`src/hw/rtl/vdfs_pkg.sv`:
```
// ----------------------------------------------------------------------------
// vdfs_pkg: shared definitions of the variable duration frame sequencer
// field widths, item codes, controller states and the command and status
// bundles between controller and datapath
// ----------------------------------------------------------------------------
package vdfs_pkg;

    localparam int MAX_FRAMES_DEF = 16;

    localparam int DUR_W     = 24;
    localparam int ELAPSED_W = 24;
    localparam int ACC_W     = 25;
    localparam int IDX_W     = 4;
    localparam int FRAME_W   = 4;
    localparam int CNT_W     = 5;
    localparam int MOD_CNT_W = $clog2(ACC_W);

    localparam logic KIND_TICK  = 1'b0;
    localparam logic KIND_WRITE = 1'b1;

    localparam logic [CNT_W-1:0] FRAME_COUNT_RST = CNT_W'(1);

    typedef enum logic [2:0] {
        ST_IDLE,
        ST_SUM,
        ST_RD,
        ST_CMP,
        ST_CHK,
        ST_MOD,
        ST_FIN
    } vdfs_state_t;

    typedef struct packed {
        logic req_ready;
        logic start_write;
        logic start_tick;
        logic sum_rd;
        logic sum_done;
        logic step_cmp;
        logic mod_start;
        logic mod_step;
        logic load_out;
    } vdfs_cmd_t;

    typedef struct packed {
        logic req_valid;
        logic req_write;
        logic need_sum;
        logic sum_all_issued;
        logic sum_pending;
        logic step_go;
        logic step_last;
        logic total_zero;
        logic acc_ge_total;
        logic mod_last;
        logic out_free;
    } vdfs_sts_t;

endpackage

```
`src/hw/rtl/vdfs_req_if.sv`:
```
// ----------------------------------------------------------------------------
// vdfs_req_if: request channel of the frame sequencer
// carries tick and table write requests with a valid/ready handshake
// ----------------------------------------------------------------------------
interface vdfs_req_if;
    logic                           valid;
    logic                           ready;
    logic                           kind;
    logic [vdfs_pkg::ELAPSED_W-1:0] elapsed_us;
    logic [vdfs_pkg::IDX_W-1:0]     entry_index;
    logic [vdfs_pkg::DUR_W-1:0]     entry_duration;

    modport source (
        output valid, kind, elapsed_us, entry_index, entry_duration,
        input  ready
    );

    modport sink (
        input  valid, kind, elapsed_us, entry_index, entry_duration,
        output ready
    );
endinterface

```
`src/hw/rtl/vdfs_rsp_if.sv`:
```
// ----------------------------------------------------------------------------
// vdfs_rsp_if: response channel of the frame sequencer
// carries the frame index and the advance and wrap flags of one request
// ----------------------------------------------------------------------------
interface vdfs_rsp_if;
    logic                         valid;
    logic                         ready;
    logic [vdfs_pkg::FRAME_W-1:0] current_frame;
    logic                         advanced;
    logic                         wrapped;

    modport source (
        output valid, current_frame, advanced, wrapped,
        input  ready
    );

    modport sink (
        input  valid, current_frame, advanced, wrapped,
        output ready
    );
endinterface

```
`src/hw/rtl/vdfs_cfg_if.sv`:
```
// ----------------------------------------------------------------------------
// vdfs_cfg_if: configuration write channel of the frame sequencer
// carries the number of frames in use
// ----------------------------------------------------------------------------
interface vdfs_cfg_if;
    logic                       valid;
    logic                       ready;
    logic [vdfs_pkg::CNT_W-1:0] frame_count;

    modport source (
        output valid, frame_count,
        input  ready
    );

    modport sink (
        input  valid, frame_count,
        output ready
    );
endinterface

```
`src/hw/rtl/vdfs_ram.sv`:
```
// ----------------------------------------------------------------------------
// vdfs_ram: generic simple dual port ram
// one write port, one read port with registered read data
// ----------------------------------------------------------------------------
module vdfs_ram #(
    parameter int WIDTH = 8,
    parameter int DEPTH = 16
) (
    input  logic                     clk,
    input  logic                     we,
    input  logic [$clog2(DEPTH)-1:0] waddr,
    input  logic [WIDTH-1:0]         wdata,
    input  logic [$clog2(DEPTH)-1:0] raddr,
    output logic [WIDTH-1:0]         rdata
);

    logic [WIDTH-1:0] mem [DEPTH];
    logic [WIDTH-1:0] rdata_reg;

    always_ff @(posedge clk)
    begin
        if (we)
        begin
            mem[waddr] <= wdata;
        end
        rdata_reg <= mem[raddr];
    end

    assign rdata = rdata_reg;

endmodule

```
`src/hw/rtl/vdfs_datapath.sv`:
```
// ----------------------------------------------------------------------------
// vdfs_datapath: frame sequencer datapath
// duration table, accumulator, frame index, cached table total,
// bit-serial remainder unit and the response register
// ----------------------------------------------------------------------------
module vdfs_datapath #(
    parameter int MAX_FRAMES = vdfs_pkg::MAX_FRAMES_DEF
) (
    input  logic                clk,
    input  logic                rst_n,
    vdfs_req_if.sink            req,
    vdfs_rsp_if.source          rsp,
    vdfs_cfg_if.sink            cfg,
    input  vdfs_pkg::vdfs_cmd_t cmd,
    output vdfs_pkg::vdfs_sts_t sts
);

    localparam int DUR_W   = vdfs_pkg::DUR_W;
    localparam int ACC_W   = vdfs_pkg::ACC_W;
    localparam int IDX_W   = vdfs_pkg::IDX_W;
    localparam int FRAME_W = vdfs_pkg::FRAME_W;
    localparam int CNT_W   = vdfs_pkg::CNT_W;
    localparam int MC_W    = vdfs_pkg::MOD_CNT_W;
    localparam int POS_W   = $clog2(MAX_FRAMES);
    localparam int N_W     = $clog2(MAX_FRAMES + 1);
    localparam int TOTAL_W = DUR_W + POS_W;
    localparam int NC_W    = (N_W > CNT_W) ? N_W : CNT_W;
    localparam int IC_W    = (N_W > IDX_W) ? N_W : IDX_W;
    localparam int PF_W    = POS_W + FRAME_W;
    localparam int PI_W    = POS_W + IDX_W;

    // control state
    logic [CNT_W-1:0]   frame_count_reg, frame_count_next;
    logic [ACC_W-1:0]   accum_reg, accum_next;
    logic [POS_W-1:0]   pos_reg, pos_next;
    logic               adv_reg, adv_next;
    logic               wrap_reg, wrap_next;
    logic               total_ok_reg, total_ok_next;
    logic               sum_pend_reg, sum_pend_next;
    logic               out_valid_reg, out_valid_next;

    // payload
    logic [TOTAL_W-1:0] total_reg, total_next;
    logic [N_W-1:0]     total_n_reg, total_n_next;
    logic [N_W-1:0]     sum_cnt_reg, sum_cnt_next;
    logic [TOTAL_W-1:0] mod_r_reg, mod_r_next;
    logic [MC_W-1:0]    mod_cnt_reg, mod_cnt_next;
    logic [FRAME_W-1:0] out_frame_reg, out_frame_next;
    logic               out_adv_reg, out_adv_next;
    logic               out_wrap_reg, out_wrap_next;

    logic [NC_W-1:0]    fc_ext;
    logic [N_W-1:0]     n_c;
    logic [IC_W-1:0]    idx_ext;
    logic [PI_W-1:0]    idx_wide;
    logic [PF_W-1:0]    pos_wide;
    logic               wr_ok;
    logic               ram_we;
    logic [POS_W-1:0]   ram_waddr;
    logic [DUR_W-1:0]   ram_wdata;
    logic [POS_W-1:0]   ram_raddr;
    logic [DUR_W-1:0]   ram_rdata;
    logic               sum_issue;
    logic               pos_ge_n;
    logic [TOTAL_W:0]   mod_t;
    logic [TOTAL_W:0]   mod_diff;
    logic [TOTAL_W-1:0] mod_r_step;

    vdfs_ram #(
        .WIDTH (DUR_W),
        .DEPTH (MAX_FRAMES)
    ) u_table (
        .clk   (clk),
        .we    (ram_we),
        .waddr (ram_waddr),
        .wdata (ram_wdata),
        .raddr (ram_raddr),
        .rdata (ram_rdata)
    );

    // frames in use: zero counts as one, large values saturate
    always_comb
    begin
        fc_ext = NC_W'(frame_count_reg);
        if (fc_ext == '0)
        begin
            n_c = N_W'(1);
        end
        else if (fc_ext > NC_W'(MAX_FRAMES))
        begin
            n_c = N_W'(MAX_FRAMES);
        end
        else
        begin
            n_c = N_W'(fc_ext);
        end
    end

    // table write port
    assign idx_ext   = IC_W'(req.entry_index);
    assign idx_wide  = PI_W'(req.entry_index);
    assign wr_ok     = idx_ext < IC_W'(MAX_FRAMES);
    assign ram_we    = cmd.start_write && wr_ok;
    assign ram_waddr = idx_wide[POS_W-1:0];
    assign ram_wdata = (req.entry_duration == '0) ? DUR_W'(1) : req.entry_duration;

    assign sum_issue = cmd.sum_rd && (sum_cnt_reg < n_c);
    assign ram_raddr = cmd.sum_rd ? sum_cnt_reg[POS_W-1:0] : pos_reg;

    assign pos_ge_n  = N_W'(pos_reg) >= n_c;
    assign pos_wide  = PF_W'(pos_reg);

    // one remainder bit per cycle
    assign mod_t      = {mod_r_reg, accum_reg[ACC_W-1]};
    assign mod_diff   = mod_t - (TOTAL_W + 1)'(total_reg);
    assign mod_r_step = (mod_t >= (TOTAL_W + 1)'(total_reg)) ? mod_diff[TOTAL_W-1:0]
                                                              : mod_t[TOTAL_W-1:0];

    // status toward the controller
    always_comb
    begin
        sts                = '0;
        sts.req_valid      = req.valid;
        sts.req_write      = (req.kind == vdfs_pkg::KIND_WRITE);
        sts.need_sum       = !total_ok_reg || (total_n_reg != n_c);
        sts.sum_all_issued = (sum_cnt_reg == n_c);
        sts.sum_pending    = sum_pend_reg;
        sts.step_go        = accum_reg >= ACC_W'(ram_rdata);
        sts.step_last      = (N_W'(pos_reg) + N_W'(1)) == n_c;
        sts.total_zero     = (total_reg == '0);
        sts.acc_ge_total   = TOTAL_W'(accum_reg) >= total_reg;
        sts.mod_last       = (mod_cnt_reg == MC_W'(ACC_W - 1));
        sts.out_free       = !out_valid_reg || rsp.ready;
    end

    always_comb
    begin
        frame_count_next = frame_count_reg;
        accum_next       = accum_reg;
        pos_next         = pos_reg;
        adv_next         = adv_reg;
        wrap_next        = wrap_reg;
        total_ok_next    = total_ok_reg;
        sum_pend_next    = sum_issue;
        out_valid_next   = out_valid_reg;
        total_next       = total_reg;
        total_n_next     = total_n_reg;
        sum_cnt_next     = sum_cnt_reg;
        mod_r_next       = mod_r_reg;
        mod_cnt_next     = mod_cnt_reg;
        out_frame_next   = out_frame_reg;
        out_adv_next     = out_adv_reg;
        out_wrap_next    = out_wrap_reg;

        if (cfg.valid)
        begin
            frame_count_next = cfg.frame_count;
        end

        if (cmd.start_write)
        begin
            total_ok_next = 1'b0;
            adv_next      = 1'b0;
            wrap_next     = 1'b0;
        end

        if (cmd.start_tick)
        begin
            adv_next   = 1'b0;
            wrap_next  = 1'b0;
            accum_next = ACC_W'(accum_reg + ACC_W'(req.elapsed_us));
            if (pos_ge_n)
            begin
                pos_next = '0;
            end
            if (sts.need_sum)
            begin
                total_next   = '0;
                sum_cnt_next = '0;
            end
        end

        // table total, one entry a cycle
        if (sum_issue)
        begin
            sum_cnt_next = sum_cnt_reg + N_W'(1);
        end
        if (sum_pend_reg)
        begin
            total_next = total_reg + TOTAL_W'(ram_rdata);
        end
        if (cmd.sum_done)
        begin
            total_ok_next = 1'b1;
            total_n_next  = n_c;
        end

        if (cmd.step_cmp && sts.step_go)
        begin
            accum_next = accum_reg - ACC_W'(ram_rdata);
            adv_next   = 1'b1;
            if (sts.step_last)
            begin
                pos_next  = '0;
                wrap_next = 1'b1;
            end
            else
            begin
                pos_next = pos_reg + POS_W'(1);
            end
        end

        if (cmd.mod_start)
        begin
            mod_r_next   = '0;
            mod_cnt_next = '0;
        end

        // accumulator shifts out its bits msb first, then takes the remainder
        if (cmd.mod_step)
        begin
            mod_r_next   = mod_r_step;
            mod_cnt_next = mod_cnt_reg + MC_W'(1);
            if (sts.mod_last)
            begin
                accum_next = mod_r_step[ACC_W-1:0];
            end
            else
            begin
                accum_next = {accum_reg[ACC_W-2:0], 1'b0};
            end
        end

        if (rsp.ready)
        begin
            out_valid_next = 1'b0;
        end
        if (cmd.load_out)
        begin
            out_valid_next = 1'b1;
            out_frame_next = pos_wide[FRAME_W-1:0];
            out_adv_next   = adv_reg;
            out_wrap_next  = wrap_reg;
        end
    end

    always_ff @(posedge clk or negedge rst_n)
    begin
        if (!rst_n)
        begin
            frame_count_reg <= vdfs_pkg::FRAME_COUNT_RST;
            accum_reg       <= '0;
            pos_reg         <= '0;
            adv_reg         <= 1'b0;
            wrap_reg        <= 1'b0;
            total_ok_reg    <= 1'b0;
            sum_pend_reg    <= 1'b0;
            out_valid_reg   <= 1'b0;
        end
        else
        begin
            frame_count_reg <= frame_count_next;
            accum_reg       <= accum_next;
            pos_reg         <= pos_next;
            adv_reg         <= adv_next;
            wrap_reg        <= wrap_next;
            total_ok_reg    <= total_ok_next;
            sum_pend_reg    <= sum_pend_next;
            out_valid_reg   <= out_valid_next;
        end
    end

    always_ff @(posedge clk)
    begin
        total_reg     <= total_next;
        total_n_reg   <= total_n_next;
        sum_cnt_reg   <= sum_cnt_next;
        mod_r_reg     <= mod_r_next;
        mod_cnt_reg   <= mod_cnt_next;
        out_frame_reg <= out_frame_next;
        out_adv_reg   <= out_adv_next;
        out_wrap_reg  <= out_wrap_next;
    end

    assign req.ready         = cmd.req_ready;
    assign cfg.ready         = 1'b1;
    assign rsp.valid         = out_valid_reg;
    assign rsp.current_frame = out_frame_reg;
    assign rsp.advanced      = out_adv_reg;
    assign rsp.wrapped       = out_wrap_reg;

endmodule

```
`src/hw/rtl/vdfs_ctrl.sv`:
```
// ----------------------------------------------------------------------------
// vdfs_ctrl: frame sequencer controller
// sequences table summing, compare-subtract steps, remainder and response
// ----------------------------------------------------------------------------
module vdfs_ctrl (
    input  logic                clk,
    input  logic                rst_n,
    input  vdfs_pkg::vdfs_sts_t sts,
    output vdfs_pkg::vdfs_cmd_t cmd
);

    vdfs_pkg::vdfs_state_t state_reg, state_next;

    always_comb
    begin
        state_next = state_reg;
        case (state_reg)
            vdfs_pkg::ST_IDLE:
            begin
                if (sts.req_valid)
                begin
                    if (sts.req_write)
                    begin
                        state_next = vdfs_pkg::ST_FIN;
                    end
                    else if (sts.need_sum)
                    begin
                        state_next = vdfs_pkg::ST_SUM;
                    end
                    else
                    begin
                        state_next = vdfs_pkg::ST_RD;
                    end
                end
            end
            vdfs_pkg::ST_SUM:
            begin
                if (sts.sum_all_issued && !sts.sum_pending)
                begin
                    state_next = vdfs_pkg::ST_RD;
                end
            end
            vdfs_pkg::ST_RD:
            begin
                state_next = vdfs_pkg::ST_CMP;
            end
            vdfs_pkg::ST_CMP:
            begin
                if (!sts.step_go)
                begin
                    state_next = vdfs_pkg::ST_FIN;
                end
                else if (sts.step_last)
                begin
                    state_next = vdfs_pkg::ST_CHK;
                end
                else
                begin
                    state_next = vdfs_pkg::ST_RD;
                end
            end
            vdfs_pkg::ST_CHK:
            begin
                // empty table total cannot make progress
                if (sts.total_zero)
                begin
                    state_next = vdfs_pkg::ST_FIN;
                end
                else if (sts.acc_ge_total)
                begin
                    state_next = vdfs_pkg::ST_MOD;
                end
                else
                begin
                    state_next = vdfs_pkg::ST_RD;
                end
            end
            vdfs_pkg::ST_MOD:
            begin
                if (sts.mod_last)
                begin
                    state_next = vdfs_pkg::ST_RD;
                end
            end
            vdfs_pkg::ST_FIN:
            begin
                if (sts.out_free)
                begin
                    state_next = vdfs_pkg::ST_IDLE;
                end
            end
            default:
            begin
                state_next = vdfs_pkg::ST_IDLE;
            end
        endcase
    end

    always_comb
    begin
        cmd = '0;
        case (state_reg)
            vdfs_pkg::ST_IDLE:
            begin
                cmd.req_ready   = 1'b1;
                cmd.start_write = sts.req_valid && sts.req_write;
                cmd.start_tick  = sts.req_valid && !sts.req_write;
            end
            vdfs_pkg::ST_SUM:
            begin
                cmd.sum_rd   = 1'b1;
                cmd.sum_done = sts.sum_all_issued && !sts.sum_pending;
            end
            vdfs_pkg::ST_RD:
            begin
                cmd = '0;
            end
            vdfs_pkg::ST_CMP:
            begin
                cmd.step_cmp = 1'b1;
            end
            vdfs_pkg::ST_CHK:
            begin
                cmd.mod_start = !sts.total_zero && sts.acc_ge_total;
            end
            vdfs_pkg::ST_MOD:
            begin
                cmd.mod_step = 1'b1;
            end
            vdfs_pkg::ST_FIN:
            begin
                cmd.load_out = sts.out_free;
            end
            default:
            begin
                cmd = '0;
            end
        endcase
    end

    always_ff @(posedge clk or negedge rst_n)
    begin
        if (!rst_n)
        begin
            state_reg <= vdfs_pkg::ST_IDLE;
        end
        else
        begin
            state_reg <= state_next;
        end
    end

endmodule

```
`src/hw/rtl/variable_duration_frame_sequencer.sv`:
```
// ----------------------------------------------------------------------------
// variable_duration_frame_sequencer: steps through a table of frame durations
// write request: response loaded in the finish state, then back to idle
// tick: each frame advance adds a table ram read then a compare-subtract,
// each wrap adds a check state, a remainder pass runs when a whole table
// cycle still fits, and the table is re-summed after a table write or a
// frame count change
// reset: accumulator, frame index and frame count (1) cleared, table contents
// undefined until written, no clearing pass
// ----------------------------------------------------------------------------
module variable_duration_frame_sequencer #(
    parameter int MAX_FRAMES = vdfs_pkg::MAX_FRAMES_DEF
) (
    input  logic       clk,
    input  logic       rst_n,
    vdfs_req_if.sink   req,
    vdfs_rsp_if.source rsp,
    vdfs_cfg_if.sink   cfg
);

    vdfs_pkg::vdfs_cmd_t cmd;
    vdfs_pkg::vdfs_sts_t sts;

    vdfs_ctrl u_ctrl (
        .clk   (clk),
        .rst_n (rst_n),
        .sts   (sts),
        .cmd   (cmd)
    );

    vdfs_datapath #(
        .MAX_FRAMES (MAX_FRAMES)
    ) u_datapath (
        .clk   (clk),
        .rst_n (rst_n),
        .req   (req),
        .rsp   (rsp),
        .cfg   (cfg),
        .cmd   (cmd),
        .sts   (sts)
    );

endmodule
```
`src/flat_wrapper.sv`:
```
// flat-port wrapper written by rule: the top's interface ports become plain ports
module variable_duration_frame_sequencer_flat 
#(
    parameter int MAX_FRAMES = vdfs_pkg::MAX_FRAMES_DEF
)
  (clk, rst_n, req_valid, req_kind, req_elapsed_us, req_entry_index, req_entry_duration, req_ready, rsp_valid, rsp_current_frame, rsp_advanced, rsp_wrapped, rsp_ready, cfg_valid, cfg_frame_count, cfg_ready);
  vdfs_req_if req_i ();
  vdfs_rsp_if rsp_i ();
  vdfs_cfg_if cfg_i ();
  input  logic clk;
  input  logic rst_n;
  input wire logic [$bits(req_i.valid)-1:0] req_valid;
  input wire logic [$bits(req_i.kind)-1:0] req_kind;
  input wire logic [$bits(req_i.elapsed_us)-1:0] req_elapsed_us;
  input wire logic [$bits(req_i.entry_index)-1:0] req_entry_index;
  input wire logic [$bits(req_i.entry_duration)-1:0] req_entry_duration;
  output wire logic [$bits(req_i.ready)-1:0] req_ready;
  output wire logic [$bits(rsp_i.valid)-1:0] rsp_valid;
  output wire logic [$bits(rsp_i.current_frame)-1:0] rsp_current_frame;
  output wire logic [$bits(rsp_i.advanced)-1:0] rsp_advanced;
  output wire logic [$bits(rsp_i.wrapped)-1:0] rsp_wrapped;
  input wire logic [$bits(rsp_i.ready)-1:0] rsp_ready;
  input wire logic [$bits(cfg_i.valid)-1:0] cfg_valid;
  input wire logic [$bits(cfg_i.frame_count)-1:0] cfg_frame_count;
  output wire logic [$bits(cfg_i.ready)-1:0] cfg_ready;
  assign req_i.valid = req_valid;
  assign req_i.kind = req_kind;
  assign req_i.elapsed_us = req_elapsed_us;
  assign req_i.entry_index = req_entry_index;
  assign req_i.entry_duration = req_entry_duration;
  assign req_ready = req_i.ready;
  assign rsp_valid = rsp_i.valid;
  assign rsp_current_frame = rsp_i.current_frame;
  assign rsp_advanced = rsp_i.advanced;
  assign rsp_wrapped = rsp_i.wrapped;
  assign rsp_i.ready = rsp_ready;
  assign cfg_i.valid = cfg_valid;
  assign cfg_i.frame_count = cfg_frame_count;
  assign cfg_ready = cfg_i.ready;
  variable_duration_frame_sequencer #(.MAX_FRAMES(MAX_FRAMES)) u_core (.clk(clk), .rst_n(rst_n), .req(req_i), .rsp(rsp_i), .cfg(cfg_i));
endmodule
```
`config.mk`:
```
export PLATFORM = sky130hd
export DESIGN_NAME = variable_duration_frame_sequencer_flat
export DESIGN_NICKNAME = d
export VERILOG_FILES = /design/src/hw/rtl/vdfs_pkg.sv /design/src/hw/rtl/vdfs_req_if.sv /design/src/hw/rtl/vdfs_rsp_if.sv /design/src/hw/rtl/vdfs_cfg_if.sv /design/src/hw/rtl/vdfs_ram.sv /design/src/hw/rtl/vdfs_datapath.sv /design/src/hw/rtl/vdfs_ctrl.sv /design/src/hw/rtl/variable_duration_frame_sequencer.sv /design/src/flat_wrapper.sv
export SDC_FILE = /design/constraint.sdc
export NUM_CORES = 1
export LEC_CHECK = 0
export ABC_CLOCK_PERIOD_IN_PS = 8950
export BUFFER_PORTS_ARGS = -buffer_cell sky130_fd_sc_hd__clkbuf_2
export CORE_ASPECT_RATIO = 0.9
export CORE_MARGIN = 1.5
export CORE_UTILIZATION = 45
export DETAILED_ROUTE_END_ITERATION = 8
export HOLD_SLACK_MARGIN = 0.15
export PLACE_DENSITY = 0.59
export SYNTH_ARGS = -nofsm -noshare
export SYNTH_HDL_FRONTEND = slang
export SYNTH_SLANG_ARGS = --single-unit
```
`constraint.sdc`:
```
create_clock -name clk -period 8.95 [get_ports clk]
set_input_delay 0 -clock clk [delete_from_list [all_inputs] [get_ports clk]]
set_output_delay 0 -clock clk [all_outputs]
set_load 0.02 [all_outputs]
```
; Yosys cells after proc, flatten, opt, wreduce, memory -nomap -nowiden
; Memories as Yosys holds them, arrays and structs flattened. A register that Yosys moved wholly into a read port is not among the register bits.
; Index checks and enable logic that the tools add are counted.
[totals]
mem_bits_ro = 0
regBits = 119
mem_bits_rw = 384
latchBits = 0
n_memories = 1
wordCells = 132
inputBits = 63
out_inout_bits = 9
[op_classes]
n_mux = 52
add_sub_neg = 8
n_shift = 0
n_div = 0
n_bitwise = 0
reduce_logical = 33
n_mul = 0
n_eq_ne = 14
order_cmp = 7
[memory_table]
columns = memory, depth, word_bits, rd, rd_ports_with_merged_regs, wr, line
row1 = u_core.u_datapath.u_table.mem, 16, 24, 1, 1, 1, vdfs_ram.sv:17  ; logic [WIDTH-1:0] mem [DEPTH];
[op_table]
columns = cell, n
row1 = $mux 28, 6
row2 = $mux 25, 4
row3 = $mux 5, 7
row4 = $mux 3, 10
row5 = $ge 29x28->1, 1
row6 = $add 28x24->28, 1
row7 = $ge 25x28->1, 1
row8 = $logic_not 28->1, 1
row9 = $sub 28x28->28, 1
row10 = $add 25x24->25, 1
row11 = $ge 25x24->1, 1
row12 = $sub 25x24->25, 1
row13 = $logic_not 24->1, 1
row14 = $mux 24, 1
row15 = $pmux 3 s7, 1
row16 = $mux 4, 5
row17 = $reduce_bool 2->1, 9
row18 = $mux 1, 16
row19 = $add 5x1->5 const B, 2
row20 = $eq 5x5->1, 2
row21 = $eq 3x3->1 const B, 3
row22 = $logic_and 1x1->1, 7
row23 = $eq 3x2->1 const B, 2
row24 = $ne 2x2->1 const B, 3
row25 = 18 further kinds, 27

; Logic depth before layout (Yosys ltp)
; Gate-level depths: netlist (run 1).
[logic_depth]
ltp_word = 9
ltp_mapped = 15
mapped_depth_nobuf = 13

; By module
; Synthesis (run 1) repeated with hierarchy kept, for this count alone.
[unflattened]
cells_unflattened = 2002
hier_area_um2 = 26744.4
[modules_own_cells]
columns = module, cells_per_inst, area_per_inst_um2, seq_area_each_um2, n_inst
row1 = vdfs_ram, 636, 14930.6, 12011.5, 1
row2 = vdfs_datapath, 1319, 11429.7, 3289.4, 1
row3 = vdfs_ctrl, 47, 384.1, 75.1, 1

; Worst setup path before layout (run 1)
; Ideal clock, no wire load.
[synth_timing]
path_kind = register to register
start = reg u_core.u_ctrl.state_reg[1]
end = mem u_core.u_datapath.u_table.mem[0][0] in the netlist's numbering (enable)
arrival_ns = 3.375
period_less_slack_ns = 3.810
t_required_ns = 8.515
setup_slack_ns = 5.140
path_buffers = 0
stages_incl_launch_ff = 6
setup_ns = 0.435
cell_sequence = dfrtp_1 nor3_1 and2_1 nand2_1 or3_1 nor3_1
[synth_between]
elab_chain_len = 5
[synth_lines]
columns = item, line
row1 = start: declaration, vdfs_ctrl.sv:12  ; vdfs_pkg::vdfs_state_t state_reg, state_next;
row2 = start signal: assignment, vdfs_ctrl.sv:145  ; state_reg <= vdfs_pkg::ST_IDLE;
row3 = start signal: assignment, vdfs_ctrl.sv:149  ; state_reg <= state_next;
row4 = $logic_not 3->1, vdfs_ctrl.sv:102  ; case (state_reg)
row5 = $mux 3, vdfs_ctrl.sv:102
row6 = $logic_and 1x1->1, vdfs_datapath.sv:103  ; assign ram_we = cmd.start_write && wr_ok;
row7 = $mux 1, vdfs_ram.sv:22  ; if (we)
row8 = $mux 1 (not written as such), vdfs_ram.sv:24  ; mem[waddr] <= wdata;
row9 = end: declaration, vdfs_ram.sv:17
; Every way passes these cells.

; Final worst setup path (run 1)
[layout_timing]
start = reg u_core.u_datapath.accum_reg[6]
end = reg u_core.u_datapath.accum_reg[23]
[layout_between]
elab_chain_len = 4
word_cells_on_any_way = 8
cone_classes = add/sub (2) / order compare (1) / mux (3) / reduce/logical (2)
[layout_lines]
columns = item, line
row1 = start: declaration, vdfs_datapath.sv:34  ; logic [ACC_W-1:0] accum_reg, accum_next;
row2 = start signal: assignment, vdfs_datapath.sv:263  ; accum_reg <= accum_next;
row3 = $add 25x24->25 or $ge 25x24->1 (tied branches), "vdfs_datapath.sv:171, vdfs_datapath.sv:128"
row4 = $mux 25 or $logic_and 1x1->1 (tied branches), "vdfs_datapath.sv:167, vdfs_datapath.sv:198"
row5 = $mux 25, vdfs_datapath.sv:198  ; if (cmd.step_cmp && sts.step_go)
row6 = $mux 25, vdfs_datapath.sv:220  ; if (cmd.mod_step)
; Several ways; a longest one is shown, not always the timed one. The select of a mux whose other input is x is not followed.
; A chain may end at the register's enable or synchronous reset.

==> results of run 1 <==
==> critical path, delay by kind of cell, from the launching register on <==
family	cells	cell delay, ns
AND/OR/NAND/NOR	1	0.12
flip-flops	1	0.51
buffers and inverters	1	0.57
XOR/XNOR	1	0.11
adder cells (fa/ha/maj)	1	0.47
AO/OA/AOI/OAI	8	2.60
==> worst min-delay path by stage <==
stage	endpoint	depth (start not counted)
after CTS	u_core.u_datapath.accum_reg[9]$_DFFE_PN0P_	7
after global placement	u_core.u_datapath.pos_reg[3]$_DFFE_PN0P_	2
after floorplan	u_core.u_ctrl.state_reg[0]$_DFFE_PN0P_	0
after global routing	u_core.u_datapath.fc_ext[4]$_DFFE_PN0P_	3
after detailed placement	u_core.u_datapath.pos_reg[2]$_DFFE_PN0P_	2
final	u_core.u_datapath.fc_ext[4]$_DFFE_PN0P_	3
==> report_power, final <==
group	total (mW)	internal (mW)	switching [mW]	leakage, nW
sequential	3.33	2.96	0.364	4.88
combinational	4.96	2.18	2.78	5.40
clock	2.35	1.38	0.973	0.915
total	10.6	6.52	4.12	11.2
==> synthesized netlist by cell type (48+ instances only) <==
master	number
sky130_fd_sc_hd__edfxtp_1	461
sky130_fd_sc_hd__nand2_1	144
sky130_fd_sc_hd__nor2_1	140
sky130_fd_sc_hd__ha_1	138
sky130_fd_sc_hd__a21oi_1	106
sky130_fd_sc_hd__mux4_2	96
sky130_fd_sc_hd__inv_1	95
sky130_fd_sc_hd__o21ai_0	88
sky130_fd_sc_hd__clkbuf_1	68
sky130_fd_sc_hd__xnor2_1	53
sky130_fd_sc_hd__and2_1	49
sky130_fd_sc_hd__a21o_1	48
==> cell type report <==
| cell class | instances | share of cell area, % |
|---|---|---|
| flip-flops and latches | 527 | 50.4 |
| multi-input cells | 1339 | 35.5 |
| clock buffers | 72 | 4.85 |
| repair buffers | 150 | 3.61 |
| well taps | 774 | 3.17 |
| clock inverters | 32 | 1.30 |
| inverters | 95 | 1.17 |
==> kinds of logic after synthesis <==
family                   Yosys count  synth area share, %
AO/OA/AOI/OAI                    475                 11.9
adder cells (fa/ha/maj)          142                 6.74
buffers and inverters            192                 2.92
flip-flops                       527                 57.3
XOR/XNOR                          84                 2.74
other                              1               0.0140
multiplexers                     121                 9.02
AND/OR/NAND/NOR                  516                 9.30
==> routing by layer <==
layer | GRT usage [%] | wire [µm] | share of wire, % | up-vias
li1 | - | - | - | 8155
met1 | 31.0 | 30000 | 45 | 8540
met2 | 36.7 | 32500 | 49 | 345
met3 | 2.33 | 2790 | 4.2 | 74
met4 | 5.25 | 1210 | 1.8 | 0
met5 | 0 | 0 | 0 | -
==> repair_timing <==
action	4_1_cts	5_1_grt
setup buffers	0	0
hold buffers	60	0
endpoints found under the hold margin	523	0
==> cell usage in the layout, fill, tap and decap left out, types with 11 or more instances in the layout <==
| master | n |
|---|---|
| sky130_fd_sc_hd__edfxtp_1 | 461 |
| sky130_fd_sc_hd__nand2_1 | 144 |
| sky130_fd_sc_hd__ha_1 | 138 |
| sky130_fd_sc_hd__nor2_1 | 127 |
| sky130_fd_sc_hd__a21oi_1 | 105 |
| sky130_fd_sc_hd__mux4_2 | 96 |
| sky130_fd_sc_hd__inv_1 | 95 |
| sky130_fd_sc_hd__o21ai_0 | 87 |
| sky130_fd_sc_hd__clkbuf_2 | 70 |
| sky130_fd_sc_hd__dlygate4sd3_1 | 60 |
| sky130_fd_sc_hd__clkbuf_16 | 55 |
| sky130_fd_sc_hd__xnor2_1 | 53 |
| sky130_fd_sc_hd__and2_1 | 49 |
| sky130_fd_sc_hd__a21o_1 | 48 |
| sky130_fd_sc_hd__a211oi_1 | 42 |
| sky130_fd_sc_hd__dfrtp_1 | 41 |
| sky130_fd_sc_hd__a31oi_1 | 37 |
| sky130_fd_sc_hd__nand3_1 | 35 |
| sky130_fd_sc_hd__xor2_1 | 31 |
| sky130_fd_sc_hd__o21a_1 | 25 |
| sky130_fd_sc_hd__dfxtp_1 | 24 |
| sky130_fd_sc_hd__nor2b_1 | 22 |
| sky130_fd_sc_hd__nor3_1 | 22 |
| sky130_fd_sc_hd__nand2b_1 | 22 |
| sky130_fd_sc_hd__buf_4 | 20 |
| sky130_fd_sc_hd__nor4_1 | 16 |
| sky130_fd_sc_hd__mux2i_1 | 16 |
| sky130_fd_sc_hd__nand4_1 | 15 |
| sky130_fd_sc_hd__o211ai_1 | 15 |
| sky130_fd_sc_hd__and3_1 | 14 |
| sky130_fd_sc_hd__clkbuf_1 | 13 |
| sky130_fd_sc_hd__clkinv_2 | 13 |
| sky130_fd_sc_hd__nor2_4 | 12 |
| sky130_fd_sc_hd__a221oi_1 | 11 |
==> results by group, run 1 <==
Run status
  – Status: finished clean

Power and ir drop
  – Total power: about 11 mW
  – Lkg Pwr: between 10 and 15 nW
  – Max VDD drop: just under 0.0002 V
  – Pwr dens: around 350 mW/mm²

Floorplanning
  – Number of placement rows: 84
  – Starting Density: around 46%
  – Core Region: around 0.059 mm²
  – IO Count: 72
  – Vertical extent of the die: between 200 and 250 µm
  – Floorplan die width: 260 µm
  – Die area: 0.0611 mm²

Layout
  – Post-route cell area: 0.0305 mm²
  – Filler-free cell count of the finished design: between 2000 and 3000
  – Number of fill cells in the layout: about 5000
  – Synthesis-to-layout area growth: 13.7%
  – Share of cells above drive strength 1: between 10 and 15%
  – Number of antenna cells inserted: 0
  – Flip-flop count of the largest register, all copies and words added: about 380
  – Post-layout utilization of the core: 52.0%
  – Net total in the final layout: 2373
  – Combined flip-flop and latch cell area: 0.0154 mm²
  – Multi-input gate area in the final layout: about 0.011 mm²

Detailed routing
  – Vias: approximately 17000
  – Ratio of routed vias to standard cells: 5.73
  – Detail-routed net length per standard cell: approximately 22 µm
  – DRC violations left: 0
  – Routed wire length: ~66 mm
  – Detailed Route Iter0 Violations: around 1300
  – Count of nets left with antenna violations after detail routing: 0
  – Iteration count of the initial detailed-routing pass: 5

Worst setup path
  – Cell depth of the worst flop-to-flop path: 12
  – Setup CP Type: reg -> reg
  – Nature of the critical path startpoint: register
  – Slowest stage delay, CP: approximately 0.74 ns
  – Critical path's slowest cell: sky130_fd_sc_hd__o21ai_0
  – Arrival @ worst endpoint: 4.99 ns
  – Worst setup path end: u_core.u_datapath.accum_reg[23]$_DFFE_PN0P_
  – Worst-case register-to-register setup slack: between 4 and 5 ns
  – Most used cell, CP: sky130_fd_sc_hd__o21ai_0
  – Worst endpoint required time: 9.47 ns
  – Critical path endpoint category: register
  – Worst reg2reg startpoint: u_core.u_datapath.accum_reg[6]$_DFFE_PN0P_
  – Worst flop-to-flop path endpoint: u_core.u_datapath.accum_reg[23]$_DFFE_PN0P_
  – Worst-path cell chain: ha_1 -> nand2_1 -> o21ai_0 -> o21ai_0 -> o21ai_0 -> a31oi_1 -> o211ai_1 -> a31oi_1 -> o21ai_0 -> xnor2_1 -> dlygate4sd3_1 -> a221oi_1
  – Launching instance or port of the critical path: u_core.u_datapath.accum_reg[6]$_DFFE_PN0P_
  – Worst Path Max Fanout: 6

Placed design
  – Dpl cell area: around 0.028 mm²
  – Worst setup slack after placement: 4.73 ns
  – Post-detailed-placement half-perimeter wirelength: 43.1 mm
  – Placed Instances: around 2800
  – Final weighted congestion in routability-driven placement: ~0.89
  – Port-buffer cells: 70

Timing
  – Worst Hold Slack: 0.212 ns
  – RSZ-0062 raised after global routing: false
  – Max frequency: 224 MHz
  – Fin crit period: roughly 4.5 ns
  – Count of final setup violators: 0
  – Period utilisation layout: 49.9%
  – Final hold violation count: 0
  – Worst Slack Setup Final: around 4.5 ns
  – Pins over their slew limit: 0
  – Slew margin rel.: 20.6%
  – Setup total negative slack: 0 ns
  – Transition at the pin with the smallest max-transition slack: between 1 and 1.5 ns
  – Final setup skew: between 0.03 and 0.04 ns

Global routing
  – Number of antenna violations at the first check in global routing: 0
  – Number of global-route vias before repair: 17400
  – Largest net degree at the start of global routing: a little under 60
  – GR Overflow Total: 0
  – Global Route Usage Sum: 22.0%
  – First-pass GRT wire length: slightly above 100 mm

Clock tree
  – Deepest clock path buffer count: 3
  – Source-to-sink clock delay at the later pin of the worst-skew pair: between 0.6 and 0.7 ns
  – CTS resizes: 0
  – TritonCTS sink count: between 500 and 600
  – Clock transition time at the flip-flop clock pins of the worst setup and hold paths: around 0.060 ns
  – Inserted Clock Buffers: 55
  – Maximum level of the CTS H-tree: 2
  – TritonCTS clock tree: built
  – CTS root buffer: sky130_fd_sc_hd__clkbuf_16

Synthesis
  – Avg Cell Area, Syn: ~13 µm²
  – Cell taking the most area after synthesis: sky130_fd_sc_hd__edfxtp_1
  – Synthesized flop and latch total: about 530
  – Part of the Yosys area used for sequential elements: ~57%
  – Number of warning messages in the yosys log: 0
  – Largest cells by area after synthesis: sky130_fd_sc_hd__edfxtp_1 (52%), sky130_fd_sc_hd__mux4_2 (8.1%), sky130_fd_sc_hd__ha_1 (6.4%)
  – Post-synth top flop: sky130_fd_sc_hd__edfxtp_1
  – Mapped Nets: roughly 2300
  – Share of synthesized registers carrying an async set or reset: under 10%
  – Top cell type's share of synthesized area: just over 50%
  – Total standard cell area after synthesis: 0.0268 mm²
  – Netlist cell types: 95
  – Cell count after synthesis: around 2100
  – EDFF count, synth: about 460

Hold path
  – Worst hold path type: in -> reg
  – Launch instance of the worst min-delay path: cfg_valid

Run
  – Max Cap Viol: 0
(Power assumes the default switching activity.)
==> run 2, diff against run 1 <==
--- a/config.mk
+++ b/config.mk
@@ -5,14 +5,14 @@
 export SDC_FILE = /design/constraint.sdc
 export NUM_CORES = 1
 export LEC_CHECK = 0
-export ABC_CLOCK_PERIOD_IN_PS = 8950
+export ABC_CLOCK_PERIOD_IN_PS = 3680
 export BUFFER_PORTS_ARGS = -buffer_cell sky130_fd_sc_hd__clkbuf_2
 export CORE_ASPECT_RATIO = 0.9
 export CORE_MARGIN = 1.5
 export CORE_UTILIZATION = 45
 export DETAILED_ROUTE_END_ITERATION = 8
 export HOLD_SLACK_MARGIN = 0.15
-export PLACE_DENSITY = 0.59
+export PLACE_DENSITY = 0.61
 export SYNTH_ARGS = -nofsm -noshare
 export SYNTH_HDL_FRONTEND = slang
 export SYNTH_SLANG_ARGS = --single-unit
==> constraint.sdc (replaced) <==
create_clock -name clk -period 3.68 [get_ports clk]
set_input_delay 0 -clock clk [delete_from_list [all_inputs] [get_ports clk]]
set_output_delay 0 -clock clk [all_outputs]
set_load 0.02 [all_outputs]
==> run 2 against run 1 <==
Net effect: combinational power grew to 2.6 times the previous value; clock power is 150% higher; total power grew to 2.5 times the previous value; clock skew is 0.013 ns higher; highest routed layer unchanged.
==> results by group, run 2 (same netlist as run 1, synthesis figures left out) <==
Placed design
  – Post-detailed-placement half-perimeter wirelength: roughly 45 mm
  – Final weighted congestion in routability-driven placement: 0.909
  – Worst setup slack after placement: -0.00119 ns
  – Port-buffer cells: 70

Worst setup path
  – Cell depth of the worst flop-to-flop path: 11
  – Buffers and inverters on the worst path: 1
  – Stages on worst setup path: 11
  – Critical path's slowest cell: sky130_fd_sc_hd__dfxtp_1
  – Slowest stage delay, CP: 0.45 ns
  – Setup CP Type: reg -> reg
  – Worst-path cell chain: inv_1 -> ha_1 -> nor2b_1 -> o2111a_1 -> o41ai_1 -> a21oi_1 -> o41ai_2 -> o21ai_0 -> xnor2_1 -> a222oi_1 -> o311ai_0
  – Worst Path Max Fanout: 5
  – Top cell family by delay on the critical path: compound AO/OA/AOI/OAI gates
  – Nature of the critical path startpoint: register
  – Critical path endpoint category: register
  – Worst endpoint required time: around 4.1 ns
  – Worst-case register-to-register setup slack: between 0.1 and 0.15 ns
  – Arrival @ worst endpoint: approximately 4.0 ns

Global routing
  – Busiest layer in global routing: met2
  – GR Overflow Total: 0
  – Global Route Usage Sum: between 20 and 25%
  – Met2 layer usage reported by global route: ~36%
  – Number of antenna violations at the first check in global routing: 1
  – Met1 global-route usage: slightly above 30%
  – Largest net degree at the start of global routing: 49
  – First-pass GRT wire length: approximately 100 mm
  – Number of global-route vias before repair: 17700
  – Met3 demand-to-capacity share in global routing: under 10%

Clock tree
  – TritonCTS clock tree: built
  – Clock transition time at the flip-flop clock pins of the worst setup and hold paths: ~0.070 ns
  – TritonCTS sink count: about 530
  – CTS root buffer: sky130_fd_sc_hd__clkbuf_16
  – Maximum level of the CTS H-tree: 2
  – Inserted Clock Buffers: 54
  – Source-to-sink clock delay at the later pin of the worst-skew pair: around 0.64 ns
  – Deepest clock path buffer count: 3

Hold path
  – Worst hold path type: in -> reg
  – Hold Path Depth: 6

Floorplanning
  – Floorplan die width: roughly 260 µm
  – Core Region: roughly 0.059 mm²
  – Die area: around 0.061 mm²
  – IO Count: 72
  – Number of placement rows: 84
  – Starting Density: roughly 46%
  – Vertical extent of the die: between 200 and 250 µm

Timing
  – Pins over their slew limit: 0
  – Worst Slack Setup Final: 0.136 ns
  – Final setup skew: around 0.047 ns
  – Final hold violation count: 0
  – Fin crit period: 3.54 ns
  – Slew margin rel.: 27.2%
  – Max frequency: ~280 MHz
  – Count of final setup violators: 0
  – Period utilisation layout: 96.3%
  – RSZ-0062 raised after global routing: false
  – Transition at the pin with the smallest max-transition slack: ~1.1 ns

Detailed routing
  – DRC violations left: 0
  – Iteration count of the initial detailed-routing pass: 5
  – Vias: 17600
  – Detail-routed net length per standard cell: between 20 and 25 µm
  – Count of nets left with antenna violations after detail routing: 0
  – Detailed Route Iter0 Violations: 1600
  – Ratio of routed vias to standard cells: ~5.8
  – Routed wire length: approximately 68 mm

Layout
  – Number of antenna cells inserted: 0
  – Synthesis-to-layout area growth: 15.7%
  – Share of cells above drive strength 1: ~17%
  – Commonest non-fill, non-tap cell in the layout: sky130_fd_sc_hd__edfxtp_1
  – Number of fill cells in the layout: 4960
  – Post-layout utilization of the core: between 50% and 60%
  – Most frequent cells in the layout: sky130_fd_sc_hd__edfxtp_1 (461), sky130_fd_sc_hd__nand2_1 (144), sky130_fd_sc_hd__ha_1 (138)
  – Net total in the final layout: 2418
  – Flip-flop count of the largest register, all copies and words added: about 380

Power and ir drop
  – Lkg Pwr: 11.5 nW
  – Pwr dens: between 800 and 900 mW/mm²
  – Max VDD drop: 0.000443 V
  – Total power: 26.7 mW

Run status
  – Status: finished clean

Run
  – Max Cap Viol: 0
[run 2: final cells by class]
| type | instances | area, µm² | share of cell area, % |
|---|---|---|---|
| sequential | 527 | 15400 | 49.6 |
| clock inverter | 37 | 474 | 1.53 |
| multi-input combinational | 1339 | 10800 | 34.9 |
| inverter | 95 | 357 | 1.15 |
| clock buffer | 64 | 1410 | 4.54 |
| timing repair buffer | 196 | 1600 | 5.16 |
| tap | 774 | 968 | 3.12 |
[run 2: per-stage QoR]
step                cells  TNS (ns)  instance area [µm²]  hold slack (ns)
global route         3032         0                31000            0.236
finish               3032         0                31000            0.196
global placement     2874         0                28500            0.128
CTS                  3032         0                31000            0.168
detailed placement   2874  -0.00793                28500            0.130
floorplan            2058         0                26800           -0.296
[run 2: path summary, 6_finish.rpt]
kind                                                            start                                          end
max                        u_core.u_datapath.u_table.rdata[2]$_DFF_P_  u_core.u_datapath.accum_reg[20]$_DFFE_PN0P_
min                                                 req_elapsed_us[6]   u_core.u_datapath.accum_reg[6]$_DFFE_PN0P_
max reg2reg                u_core.u_datapath.u_table.rdata[2]$_DFF_P_  u_core.u_datapath.accum_reg[20]$_DFFE_PN0P_
min reg2reg                      u_core.u_datapath.wrap_reg$_DFF_PN0_      u_core.u_datapath.rsp.wrapped$_DFFE_PP_
max in group asynchronous                                       rst_n   u_core.u_datapath.accum_reg[4]$_DFFE_PN0P_
min in group asynchronous                                       rst_n     u_core.u_datapath.pos_reg[2]$_DFFE_PN0P_
[run 2: layer usage]
layer | wire (µm) | vias to the layer above
li1 | - | 8229
met1 | 30200 | 8751
met2 | 32500 | 521
met3 | 3260 | 113
met4 | 1790 | 0
met5 | 0 | -
[run 2: power by group]
part	leakage (nW)	total, mW	internal [mW]	switching [mW]
clock network	0.911	5.76	3.39	2.37
registers	4.88	7.93	7.21	0.724
logic	5.70	13.0	5.77	7.25
total	11.5	26.7	16.4	10.3
[run 2: worst min-delay path: stages]
cell	delay, ns
sky130_fd_sc_hd__clkbuf_2	0.08
sky130_fd_sc_hd__ha_1	0.23
sky130_fd_sc_hd__xnor2_1	0.12
sky130_fd_sc_hd__o21ai_0	0.15
sky130_fd_sc_hd__o211ai_1	0.10
sky130_fd_sc_hd__o21ai_0	0.08
[run 2: what timing repair did]
action	in CTS	in global routing
setup endpoints to repair	20	36
setup buffers	0	0
resized for setup	1	5
hold buffers	57	0
endpoints found under the hold margin	527	0
